**src/design/spsc_pkg.sv**
```systemverilog
// Shared types and constants for the nearest-neighbor sprite scaler.
// Used by spsc_front, spsc_fifo, spsc_back and sprite_scaler_nearest.
package spsc_pkg;

  // Screen geometry
  localparam int ScreenW = 320;
  localparam int ScreenH = 200;

  // Configuration register indexes
  localparam logic [1:0] CfgCenterX = 2'd0;
  localparam logic [1:0] CfgCenterY = 2'd1;
  localparam logic [1:0] CfgScale   = 2'd2;

  // Item opcodes
  localparam logic OpLoad  = 1'b0;
  localparam logic OpQuery = 1'b1;

  // Queue between front and back
  localparam int FifoDepth = 4;
  localparam int FifoAw    = $clog2(FifoDepth);

  // Widths: size = scale >> 13 fits 18 bits, inverse of a scale >= 2^13 fits 20 bits
  localparam int OffW = 18;
  localparam int InvW = 20;
  localparam int ProdW = OffW + InvW;

  typedef struct packed {
    logic            op;
    logic [5:0]      texel_index;
    logic [7:0]      texel_value;
    logic            cov;
    logic [OffW-1:0] dx;
    logic [OffW-1:0] dy;
    logic [15:0]     pixel_addr;
  } spsc_entry_t;

endpackage

```
**src/design/spsc_front.sv**
```systemverilog
// Front part: configuration registers, reciprocal unit and per-pixel coverage test.
// Depends on spsc_pkg; pushes classified words into spsc_fifo.
module spsc_front (
  input  logic                     clk_i,
  input  logic                     rst_ni,
  input  logic                     cfg_we_i,
  input  logic [1:0]               cfg_idx_i,
  input  logic [30:0]              cfg_data_i,
  input  logic                     in_valid_i,
  output logic                     in_ready_o,
  input  logic                     op_i,
  input  logic [5:0]               texel_index_i,
  input  logic [7:0]               texel_value_i,
  input  logic [8:0]               pixel_x_i,
  input  logic [7:0]               pixel_y_i,
  input  logic                     full_i,
  output logic                     push_o,
  output spsc_pkg::spsc_entry_t    entry_o,
  output logic [spsc_pkg::InvW-1:0] inv_o
);
  import spsc_pkg::*;

  typedef enum logic [1:0] {
    DIV_IDLE = 2'b01,
    DIV_RUN  = 2'b10
  } div_state_e;

  div_state_e         div_st_q, div_st_d;
  logic signed [15:0] cx_q, cy_q;
  logic [30:0]        scale_q;
  logic [31:0]        rem_q, rem_d;
  logic [InvW-1:0]    inv_q, inv_d;
  logic [4:0]         cnt_q, cnt_d;
  logic [32:0]        rem_sh;

  logic [OffW-1:0]    size, half;
  logic signed [19:0] start_x, end_x, start_y, end_y, px_s, py_s, dx_w, dy_w;
  logic               hit_x, hit_y;

  // Configuration registers
  always_ff @(posedge clk_i or negedge rst_ni) begin
    if (!rst_ni) begin
      cx_q    <= '0;
      cy_q    <= '0;
      scale_q <= '0;
    end else if (cfg_we_i) begin
      unique case (cfg_idx_i)
        CfgCenterX: cx_q    <= cfg_data_i[15:0];
        CfgCenterY: cy_q    <= cfg_data_i[15:0];
        CfgScale:   scale_q <= cfg_data_i;
        default: ;
      endcase
    end
  end

  // Reciprocal 2^32 / scale, one quotient bit per cycle
  assign rem_sh = {rem_q, 1'b0};

  always_comb begin
    div_st_d = div_st_q;
    rem_d    = rem_q;
    inv_d    = inv_q;
    cnt_d    = cnt_q;
    unique case (div_st_q)
      DIV_IDLE: begin
      end
      DIV_RUN: begin
        if (rem_sh >= {2'b0, scale_q}) begin
          rem_d = 32'(rem_sh - {2'b0, scale_q});
          inv_d = {inv_q[InvW-2:0], 1'b1};
        end else begin
          rem_d = rem_sh[31:0];
          inv_d = {inv_q[InvW-2:0], 1'b0};
        end
        cnt_d = cnt_q - 5'd1;
        if (cnt_q == 5'd1) begin
          div_st_d = DIV_IDLE;
        end
      end
      default: div_st_d = DIV_IDLE;
    endcase
    // restart on every scale write
    if (cfg_we_i && cfg_idx_i == CfgScale) begin
      div_st_d = DIV_RUN;
      rem_d    = 32'd1 << (32 - InvW);
      inv_d    = '0;
      cnt_d    = 5'(InvW);
    end
  end

  always_ff @(posedge clk_i or negedge rst_ni) begin
    if (!rst_ni) begin
      div_st_q <= DIV_IDLE;
      cnt_q    <= '0;
      inv_q    <= '0;
    end else begin
      div_st_q <= div_st_d;
      cnt_q    <= cnt_d;
      inv_q    <= inv_d;
    end
  end

  always_ff @(posedge clk_i) begin
    rem_q <= rem_d;
  end

  // Coverage test and offsets on both axes
  assign size    = scale_q[30:13];
  assign half    = size >> 1;
  assign px_s    = signed'({11'b0, pixel_x_i});
  assign py_s    = signed'({12'b0, pixel_y_i});
  assign start_x = 20'(cx_q) - signed'({2'b0, half});
  assign end_x   = start_x + signed'({2'b0, size});
  assign start_y = 20'(cy_q) - signed'({2'b0, half});
  assign end_y   = start_y + signed'({2'b0, size});
  assign dx_w    = px_s - start_x;
  assign dy_w    = py_s - start_y;
  assign hit_x   = (px_s >= start_x) && (px_s < end_x) && (32'(pixel_x_i) < ScreenW);
  assign hit_y   = (py_s >= start_y) && (py_s < end_y) && (32'(pixel_y_i) < ScreenH);

  // Build queue word
  always_comb begin
    entry_o.op          = op_i;
    entry_o.texel_index = texel_index_i;
    entry_o.texel_value = texel_value_i;
    entry_o.cov         = (|size) && hit_x && hit_y;
    entry_o.dx          = dx_w[OffW-1:0];
    entry_o.dy          = dy_w[OffW-1:0];
    entry_o.pixel_addr  = 16'(32'(pixel_y_i) * ScreenW + 32'(pixel_x_i));
  end

  assign in_ready_o = !full_i && (div_st_q == DIV_IDLE);
  assign push_o     = in_valid_i && in_ready_o;
  assign inv_o      = inv_q;

endmodule

```
**src/design/spsc_fifo.sv**
```systemverilog
// Short queue of classified words between front and back.
// Depends on spsc_pkg for the word type and depth.
module spsc_fifo (
  input  logic                  clk_i,
  input  logic                  rst_ni,
  input  logic                  push_i,
  input  spsc_pkg::spsc_entry_t data_i,
  output logic                  full_o,
  input  logic                  pop_i,
  output logic                  empty_o,
  output spsc_pkg::spsc_entry_t data_o
);
  import spsc_pkg::*;

  spsc_entry_t       mem_q [FifoDepth];
  logic [FifoAw-1:0] wr_q, rd_q;
  logic [FifoAw:0]   cnt_q;

  assign full_o  = (cnt_q == (FifoAw+1)'(FifoDepth));
  assign empty_o = (cnt_q == '0);
  assign data_o  = mem_q[rd_q];

  // Store pushed word
  always_ff @(posedge clk_i) begin
    if (push_i) begin
      mem_q[wr_q] <= data_i;
    end
  end

  // Advance pointers and count
  always_ff @(posedge clk_i or negedge rst_ni) begin
    if (!rst_ni) begin
      wr_q  <= '0;
      rd_q  <= '0;
      cnt_q <= '0;
    end else begin
      if (push_i) wr_q <= wr_q + 1'b1;
      if (pop_i)  rd_q <= rd_q + 1'b1;
      cnt_q <= cnt_q + (FifoAw+1)'(push_i) - (FifoAw+1)'(pop_i);
    end
  end

`ifndef SYNTHESIS
  a_no_overflow: assert property (@(posedge clk_i) disable iff (!rst_ni)
    full_o && !pop_i |-> !push_i) else $error("push into full queue");
  a_no_underflow: assert property (@(posedge clk_i) disable iff (!rst_ni)
    empty_o |-> !pop_i) else $error("pop from empty queue");
  a_cnt_range: assert property (@(posedge clk_i) disable iff (!rst_ni)
    cnt_q <= (FifoAw+1)'(FifoDepth)) else $error("queue count out of range");
`endif

endmodule

```
**src/design/spsc_back.sv**
```systemverilog
// Back part: source coordinate multiply, texel store and output register.
// Depends on spsc_pkg; pops words from spsc_fifo.
module spsc_back (
  input  logic                      clk_i,
  input  logic                      rst_ni,
  input  logic                      empty_i,
  input  spsc_pkg::spsc_entry_t     entry_i,
  output logic                      pop_o,
  input  logic [spsc_pkg::InvW-1:0] inv_i,
  output logic                      out_valid_o,
  input  logic                      out_ready_i,
  output logic                      covered_o,
  output logic [7:0]                color_o,
  output logic [15:0]               pixel_addr_o
);
  import spsc_pkg::*;

  function automatic logic [2:0] src_coord(input logic [ProdW-1:0] prod);
    logic [ProdW:0] sum;
    sum = {1'b0, prod} + (ProdW+1)'(32768);
    return (sum[ProdW:16] > (ProdW-15)'(7)) ? 3'd7 : sum[18:16];
  endfunction

  logic             advance;
  logic             s1_valid_q, s1_op_q, s1_cov_q;
  logic [5:0]       s1_idx_q;
  logic [7:0]       s1_val_q;
  logic [ProdW-1:0] s1_px_q, s1_py_q;
  logic [15:0]      s1_addr_q;
  logic             s2_valid_q, s2_cov_q;
  logic [15:0]      s2_addr_q;
  logic [7:0]       rd_q;
  logic [7:0]       store_q [64];
  logic [5:0]       rd_addr;

  assign advance = !s2_valid_q || out_ready_i;
  assign pop_o   = advance && !empty_i;

  // Stage 1 valid and stage 2 valid
  always_ff @(posedge clk_i or negedge rst_ni) begin
    if (!rst_ni) begin
      s1_valid_q <= 1'b0;
      s2_valid_q <= 1'b0;
    end else if (advance) begin
      s1_valid_q <= !empty_i;
      s2_valid_q <= s1_valid_q && (s1_op_q == OpQuery);
    end
  end

  // Multiply offsets by the inverse scale
  always_ff @(posedge clk_i) begin
    if (advance) begin
      s1_op_q   <= entry_i.op;
      s1_cov_q  <= entry_i.cov;
      s1_idx_q  <= entry_i.texel_index;
      s1_val_q  <= entry_i.texel_value;
      s1_addr_q <= entry_i.pixel_addr;
      s1_px_q   <= ProdW'(entry_i.dx) * ProdW'(inv_i);
      s1_py_q   <= ProdW'(entry_i.dy) * ProdW'(inv_i);
    end
  end

  assign rd_addr = {src_coord(s1_py_q), src_coord(s1_px_q)};

  // Load texels, read the sampled one
  always_ff @(posedge clk_i) begin
    if (advance && s1_valid_q) begin
      if (s1_op_q == OpLoad) begin
        store_q[s1_idx_q] <= s1_val_q;
      end else begin
        rd_q <= store_q[rd_addr];
      end
    end
  end

  // Hold result fields
  always_ff @(posedge clk_i) begin
    if (advance) begin
      s2_cov_q  <= s1_cov_q;
      s2_addr_q <= s1_addr_q;
    end
  end

  assign out_valid_o  = s2_valid_q;
  assign covered_o    = s2_cov_q;
  assign color_o      = s2_cov_q ? rd_q : 8'd0;
  assign pixel_addr_o = s2_addr_q;

`ifndef SYNTHESIS
  a_hold_result: assert property (@(posedge clk_i) disable iff (!rst_ni)
    out_valid_o && !out_ready_i |=> out_valid_o && $stable(pixel_addr_o))
    else $error("result dropped while stalled");
  a_no_pop_stall: assert property (@(posedge clk_i) disable iff (!rst_ni)
    out_valid_o && !out_ready_i |-> !pop_o) else $error("pop during stall");
  a_load_silent: assert property (@(posedge clk_i) disable iff (!rst_ni)
    advance && s1_valid_q && s1_op_q == OpLoad |=> !s2_valid_q)
    else $error("load produced a result");
`endif

endmodule

```
**src/design/sprite_scaler_nearest.sv**
```systemverilog
// Top level of the nearest-neighbor sprite scaler.
// Depends on spsc_pkg, spsc_front, spsc_fifo and spsc_back.
//
// Usage:
//   Input channel (in_valid_i/in_ready_o) takes one word per cycle if ready:
//   op 0 loads texel_value_i at texel_index_i into the 8x8 sprite store and
//   gives no result; op 1 queries screen pixel (pixel_x_i, pixel_y_i).
//   Output channel (out_valid_o/out_ready_i) gives one word per query:
//   covered_o, color_o (0 when not covered) and pixel_addr_o = y*320+x.
//   Config port: cfg_we_i writes cfg_data_i to register cfg_idx_i
//   (0 center_x, 1 center_y, 2 scale, 15.16).
// A query accepted into the queue passes stage 1 (offset multiply) and stage 2
// (texel read, result register) to the output. The fully pipelined back part
// takes one word per cycle while the output is not stalled. A scale write starts
// the reciprocal iteration (one quotient bit per cycle); in_ready_o stays low until it ends.
// Reset clears the config registers to zero (nothing covered) and empties
// the pipeline; the texel store holds garbage until loaded.
// When the receiver stalls, the result is held, the back pipeline freezes,
// and the 4-word queue absorbs input before in_ready_o drops.
module sprite_scaler_nearest (
  input  logic        clk_i,
  input  logic        rst_ni,
  input  logic        cfg_we_i,
  input  logic [1:0]  cfg_idx_i,
  input  logic [30:0] cfg_data_i,
  input  logic        in_valid_i,
  output logic        in_ready_o,
  input  logic        op_i,
  input  logic [5:0]  texel_index_i,
  input  logic [7:0]  texel_value_i,
  input  logic [8:0]  pixel_x_i,
  input  logic [7:0]  pixel_y_i,
  output logic        out_valid_o,
  input  logic        out_ready_i,
  output logic        covered_o,
  output logic [7:0]  color_o,
  output logic [15:0] pixel_addr_o
);
  import spsc_pkg::*;

  spsc_entry_t     push_word, pop_word;
  logic            push, pop, full, empty;
  logic [InvW-1:0] inv;

  // Classify and push
  spsc_front u_front (
    .clk_i, .rst_ni, .cfg_we_i, .cfg_idx_i, .cfg_data_i,
    .in_valid_i, .in_ready_o, .op_i, .texel_index_i, .texel_value_i,
    .pixel_x_i, .pixel_y_i,
    .full_i (full), .push_o (push), .entry_o (push_word), .inv_o (inv)
  );

  // Decouple front from back
  spsc_fifo u_fifo (
    .clk_i, .rst_ni,
    .push_i (push), .data_i (push_word), .full_o (full),
    .pop_i (pop), .empty_o (empty), .data_o (pop_word)
  );

  // Sample and deliver
  spsc_back u_back (
    .clk_i, .rst_ni,
    .empty_i (empty), .entry_i (pop_word), .pop_o (pop), .inv_i (inv),
    .out_valid_o, .out_ready_i, .covered_o, .color_o, .pixel_addr_o
  );

endmodule
```
**config.mk**
```make
export PLATFORM = sky130hd
export DESIGN_NAME = sprite_scaler_nearest
export DESIGN_NICKNAME = d
export VERILOG_FILES = /design/src/design/spsc_pkg.sv /design/src/design/spsc_front.sv /design/src/design/spsc_fifo.sv /design/src/design/spsc_back.sv /design/src/design/sprite_scaler_nearest.sv
export SDC_FILE = /design/constraint.sdc
export NUM_CORES = 2
export LEC_CHECK = 0
export BUFFER_PORTS_ARGS = -buffer_cell sky130_fd_sc_hd__clkbuf_2
export CAP_MARGIN = 20
export CORE_ASPECT_RATIO = 1.75
export CORE_MARGIN = 2
export CORE_UTILIZATION = 45
export DETAILED_ROUTE_END_ITERATION = 12
export PLACE_DENSITY = 0.57
export REMOVE_ABC_BUFFERS = 1
export SYNTH_ARGS = -nofsm -noshare
export SYNTH_HDL_FRONTEND = slang
export SYNTH_SLANG_ARGS = --single-unit
```
**constraint.sdc**
```tcl
create_clock -name clk_i -period 8.9 [get_ports clk_i]
set_clock_uncertainty 0.1 [all_clocks]
set_input_delay 0 -clock clk_i [delete_from_list [all_inputs] [get_ports clk_i]]
set_output_delay 0 -clock clk_i [all_outputs]
set_load 0.01 [all_outputs]
```
# After elaboration in Yosys (flattened, before gate mapping)
# Memory sizes are Yosys's and may differ from the RTL's. A register that Yosys moved wholly into a read port is not among the register bits.
# Index checks and enable logic that the tools add are counted.
# totals
memories	2
wordCells	100
ram_bits	784
out_inout_bits	27
register_bits	256
# mem_list
name	depth	word_bits	read_ports	rd_ports_with_merged_regs	wr	line_no	rtl
u_back.store_q	64	8	1	1	1	spsc_back.sv:33	logic [7:0] store_q [64];
u_fifo.mem_q	4	68	1	0	1	spsc_fifo.sv:15	spsc_entry_t mem_q [FifoDepth];
# op_classes
multipliers	3
n_reduce_logical	25
n_lt_le_gt_ge	9
n_addsub	15
muxes	17
eq_ne	8
# ops
op	count
38-bit by 16-bit adder with 39-bit output, second input constant	2
18-bit by 20-bit multiplier with 38-bit output	2
23-bit by 3-bit > comparator with 1-bit output, second input constant	2
19-bit by 19-bit adder with 20-bit output	2
20-bit two-way mux	2
16-bit by 18-bit subtractor with 19-bit output	2
33-bit by 31-bit greater-or-equal comparator with 1-bit output	1
32-bit two-way mux	1
32-bit by 31-bit subtractor with 32-bit output	1
10-bit by 20-bit < comparator with 1-bit output	1
9-bit by 20-bit < comparator with 1-bit output	1
10-bit by 19-bit greater-or-equal comparator with 1-bit output	1
9-bit by 19-bit greater-or-equal comparator with 1-bit output	1
18-bit OR reduction	1
10-bit by 18-bit subtractor with 18-bit output	1
9-bit by 18-bit subtractor with 18-bit output	1
16-bit by 9-bit adder with 16-bit output	1
1-bit logical AND	12
8-bit by 3-bit multiplier with 10-bit output, second input constant	1
5-bit two-way mux	2
2-bit AND reduction	5
9-bit < comparator, second input constant	1
8-bit < comparator, second input constant	1
8-bit two-way mux	1
19 further kinds	31

# Longest topological paths before layout
# depth
ltp_word	7
mapped_depth	29
depth_no_buf	26

# Hierarchy
# Synthesis repeated with hierarchy kept, for this count alone.
# hier_totals
cells_unflattened	6064
hier_area_um2	69439.1
# by_module_without_submodules
mod	cells_per_inst	instances	area_per_inst_um2
spsc_back	4128	1	46667.3
spsc_front	1546	1	12493.2
spsc_fifo	390	1	10278.6

# Least setup slack after synthesis
# No wires, ideal clock.
# synth_timing
path_kind	reg2reg
startpoint	register u_fifo.rd_q[0]
endpoint	register u_back.s1_px_q[37], data pin
setup_time_ns	0.260
arrival_time_ns	7.397
period_less_slack_ns	7.757
stages_incl_launch_ff	27
slack_ns	1.143
n_path_buf	3
path_cell_list	dfrtp_1 -> clkbuf_1 -> buf_1 -> mux4_2 -> clkbuf_1 -> and2_1 -> fa_1 -> inv_1 -> fa_1 -> inv_1 -> fa_1 -> fa_1 -> fa_1 -> inv_1 -> fa_1 -> inv_1 -> ha_1 -> and3_1 -> a221o_1 -> nor3_1 -> a21oi_1 -> a221oi_1 -> nor2b_1 -> nor2_1 -> a211o_1 -> a21oi_1 -> xnor2_1
# synth_via
elab_chain_cells	2
# synth_rtl
item	line_no	rtl
from (decl)	spsc_fifo.sv:16	logic [FifoAw-1:0] wr_q, rd_q;
from (signal assigned)	spsc_fifo.sv:38	if (pop_i) rd_q <= rd_q + 1'b1;
memory read 4 x 68 bit	--	
18-bit by 20-bit multiplier with 38-bit output	spsc_back.sv:58	s1_px_q <= ProdW'(entry_i.dx) * ProdW'(inv_i);
to (signal assigned)	spsc_back.sv:58	
to (decl)	spsc_back.sv:28	logic [ProdW-1:0] s1_px_q, s1_py_q;
# No other way between the ends.
# A chain may end at the register's enable or synchronous reset.

# Worst setup path in the final report
# layout_timing
startpoint	register u_fifo.rd_q[0]
endpoint	register u_back.s1_py_q[36], data pin
# layout_via
elab_chain_cells	2
# layout_rtl
item	line_no	rtl
memory read 4 x 68 bit	--	
18-bit by 20-bit multiplier with 38-bit output	spsc_back.sv:59	s1_py_q <= ProdW'(entry_i.dy) * ProdW'(inv_i);
to (signal assigned)	spsc_back.sv:59	
to (decl)	spsc_back.sv:28	
# No other way between the ends.

==> run_results.csv <==
group,metric,value,unit
power,cellPowerDensity,248,nW/um2
timing,fin_ws,858,ps
layout,layout_commonest_cell,"edfxtp_1",
cts,clk_latency,730,ps
timing,setup_viol,0,
floorplan,die_w,298,um
placement,pre_cts_ws,825,ps
logic_synthesis,synth_warnings,0,
timing,rsz0062_at_grt,"false",
timing,slew_violations,0,
logic_synthesis,syn_inst,5923,
timing,hold_viol,0,
logic_synthesis,synth-xor-area-share,2.32,%
critical_path,critPathLaunchType,"flip-flop",
job,cap_violations,0,
routing,drc,0,
placement,dpl.hpwl,147000,um
timing,finalCritPeriodShare,90.4,%
logic_synthesis,synth_edf_count,887,
routing,drt-total-wl,198000,um
global_routing,track_usage,25.9,%
critical_path,cp_slowest_cell,"mux4_2",
layout,layout-drive-gt1-share,8.19,%
power,power_leakage,31.3,nW
global_routing,antenna_found_initial,1,
routing,routedWlPerCell,24.3,um
global_routing,grt_pass1_vias,48739,
critical_path,cp_num_buf_inv,3,
cts,cts_tree,"yes",
floorplan,die-area,154000,um2
cts,cts_inserted_buffers,95,
global_routing,grt_overflow,0,
cts,clkSlewWorstSetupHoldPaths,70,ps
floorplan,initial_core_util,45.3,%
critical_path,ff2ff_path_depth,23,
floorplan,num_rows,188,
routing,firstDrtPassIters,6,
layout,nNetsFinal,7108,
logic_synthesis,yosys.area_share.simple,12.3,%
min_path,hold_path_end,"u_fifo.mem_q[2][67]$_DFFE_PP_",
placement,gp_congestion,0.961,
critical_path,worstSetupPathType,"reg2reg",
min_path,min_path_type,"in2reg",
logic_synthesis,synth-seq-cells,1018,
logic_synthesis,synth_compound_area_share,7.68,%
floorplan,die_h,518,um
power,irDropWorstVdd,222,uV
logic_synthesis,synth_top_family_by_area,"adder cells",
critical_path,slowest_delay,740,ps
global_routing,grt_max_degree,65,
global_routing,grt_pass1_wl,300000,um
logic_synthesis,ys_seq_area_share,43.8,%
logic_synthesis,ys_types,81,
layout,areaGrowthSynthToFinish,11.0,%
logic_synthesis,muxShareOfSynthArea,4.13,%
critical_path,timing.rr.start,"u_fifo.rd_q[0]$_DFFE_PN0P_",
critical_path,cpMostUsedCell,"fa_1",
cts,cts_sinks,1018,
routing,ant_nets,0,
cts,htree_levels,3,
routing,num_vias,45523,
timing,worstMarginPinSlew,1170,ps
routing,vias_per_cell,5.59,
logic_synthesis,synth_area,68000,um2
floorplan,core,150000,um2
placement,portBuffers,96,
cts,clock-root-buffer,"clkbuf_16",
layout,finalNonFillerCells,8148,
critical_path,endpoint_kind,"flip-flop",
critical_path,r2r-end,"u_back.s1_py_q[36]$_DFFE_PN_",
cts,clock_path_buffers,3,
critical_path,required,9270,ps
floorplan,boundaryPins,97,
timing,period_needed,8040,ps
critical_path,arrival,8410,ps
critical_path,cpLargestDelayFamily,"adder cells",
logic_synthesis,ys_async_sr_fraction,9.72,%
cts,post_cts_buffers,0,
min_path,hold_path_depth,2,
min_path,min_from,"op_i",
timing,fmax,124,MHz
critical_path,cp_max_fo,20,
critical_path,path_cells,"buf_12 > mux4_2 > and2_1 > fa_1 > inv_1 > fa_1 > fa_1 > fa_1 > inv_1 > fa_1 > fa_1 > ha_1 > a21o_1 > a21o_1 > nor3_1 > o211a_1 > o21bai_1 > a21oi_1 > o21ai_0 > a2111o_1 > a21oi_1 > o21bai_1 > xor2_1",
status,status,"completed",
routing,drtIter0Drc,3140,
logic_synthesis,synthAdderAreaFrac,24.1,%
logic_synthesis,avgSynthCellArea,11.5,um2
layout,layout_common_cells,"edfxtp_1 (887), nand2_1 (776), inv_1 (742)",
logic_synthesis,synth_ff_type,"edfxtp_1",
critical_path,reg2reg_setup_slack,860,ps
placement,dp_cells,7827,
timing,relSlewSlack,21.1,%
cell families (layout without fill, tap and decap cells):
| kind of cell | count (synthesis) | after routing |
|---|---|---|
| DFF | 1018 | 1018 |
| buffers and inverters | 1030 | 1259 |
| and+or+nand+nor | 1788 | 1788 |
| AOI/OAI and AO/OA | 781 | 781 |
| other | 0 | 1 |
| xor gates and xnor gates | 180 | 180 |
| muxes | 166 | 166 |
| adders and majority gates | 960 | 960 |
Yosys cell counts (30+ instances only):
master / n / share of area, %
fa_1: 582 / 17
and2_1: 312 / 2.9
dfrtp_1: 98 / 3.6
a21o_1: 49 / 0.54
clkbuf_1: 245 / 1.4
nor3_1: 76 / 0.56
nand4_1: 33 / 0.30
nor2_1: 301 / 1.7
o21a_1: 31 / 0.34
mux2_2: 45 / 0.75
a31oi_1: 47 / 0.43
ha_1: 378 / 7.0
nand2_1: 776 / 4.3
inv_1: 742 / 4.1
o21ai_0: 143 / 1.1
xor2_1: 70 / 0.90
nand2b_1: 30 / 0.28
xnor2_1: 110 / 1.4
and3_1: 35 / 0.32
mux2i_1: 34 / 0.50
a21oi_1: 180 / 1.3
nor2b_1: 38 / 0.35
nand3_1: 97 / 0.71
mux4_2: 87 / 2.9
o22ai_1: 34 / 0.31
a211oi_1: 46 / 0.51
dfxtp_1: 32 / 0.94
edfxtp_1: 887 / 39
layer usage:
layer / wire length, um / vias to the layer above / part of all wire (%) / GRT usage (%)
met1: 66800 / 23282 / 34 / 26.2
met3: 7420 / 475 / 3.8 / 2.48
li1: - / 20493 / - / -
met4: 14000 / 0 / 7.1 / 16.1
met5: 0 / - / 0 / 0
met2: 110000 / 1273 / 55 / 50.2
cell type report:
class                           count  area (um2)
Sequential cell                  1018       29800
Inverter                          743        2790
Tap cell                         1995        2500
Clock inverter                     49         576
Clock buffer                      122        2540
Multi-Input combinational cell   3875       34500
Antenna cell                        1        2.50
Fill cell                       13597       74600
Timing Repair Buffer              345        2810
through the flow:
| step | total power [mW] | setup TNS [ps] | utilization [%] | hold WS, ps | area, um2 |
|---|---|---|---|---|---|
| 4_1_cts | 18.8 | 0 | 50.3 | 1.75 | 75500 |
| 6_report | 18.7 | 0 | 50.3 | 32.9 | 75500 |
| 3_3_place_gp | 14.5 | 0 | 47.2 | 45.8 | 70800 |
| 3_5_place_dp | 14.6 | 0 | 47.2 | 57.3 | 70800 |
| 2_1_floorplan | 11.6 | -4770 | - | -396 | 66900 |
| 5_1_grt | 19.6 | 0 | 50.3 | 30.4 | 75500 |
sequential cells by signal, indices dropped and copies added, names as in the netlist:
register,flops
u_back.s1_val_q,8
u_fifo.rd_q,2
u_front.cx_q,16
u_back.s1_op_q,1
u_back.store_q,512
u_back.pixel_addr_o,16
u_fifo.mem_q,272
u_back.s1_idx_q,6
u_front.inv_o,20
u_back.s1_addr_q,16
u_front.cnt_q,5
u_back.s1_px_q,23
u_back.s1_cov_q,1
u_front.rem_q,32
u_front.cy_q,16
u_back.covered_o,1
u_back.s1_py_q,23
u_back.rd_q,8
u_fifo.wr_q,2
u_back.out_valid_o,1
u_front.div_st_q,2
u_back.s1_valid_q,1
u_fifo.cnt_q,3
u_front.scale_q,31
repair_timing:
action | 4_1_cts | 5_1_grt
endpoints found under the hold margin | 359 | 0
resized for setup | 0 | 0
hold buffers | 148 | 0
worst reg2reg max path, delay by kind of cell, from the launching register on:
family	cells	cell delay, ps
simple gates	2	410
fa+ha+maj	7	3210
buf+inv	3	360
compound gates	9	2170
flops	1	640
xor+xnor	1	140
mux	1	750
power breakdown:
part           switching, mW  leakage (nW)  internal, mW  total, mW
Clock                   1.83          1.51          2.34       4.17
Sequential             0.452          9.66          6.55       7.00
Combinational           5.16          20.1          2.38       7.53
worst max path at each step:
| stage | depth (start not counted) | start | to |
|---|---|---|---|
| floorplan | 23 | u_fifo.rd_q[0]$_DFFE_PN0P_ | u_back.s1_px_q[37]$_DFFE_PN_ |
| global placement | 23 | u_fifo.rd_q[0]$_DFFE_PN0P_ | u_back.s1_py_q[36]$_DFFE_PN_ |
| detailed placement | 23 | u_fifo.rd_q[0]$_DFFE_PN0P_ | u_back.s1_py_q[36]$_DFFE_PN_ |
| CTS | 23 | u_fifo.rd_q[0]$_DFFE_PN0P_ | u_back.s1_py_q[36]$_DFFE_PN_ |
| global route | 22 | u_fifo.rd_q[0]$_DFFE_PN0P_ | u_back.s1_py_q[36]$_DFFE_PN_ |
| finish | 23 | u_fifo.rd_q[0]$_DFFE_PN0P_ | u_back.s1_py_q[36]$_DFFE_PN_ |
No activity file was read; power rests on OpenSTA's default activity.
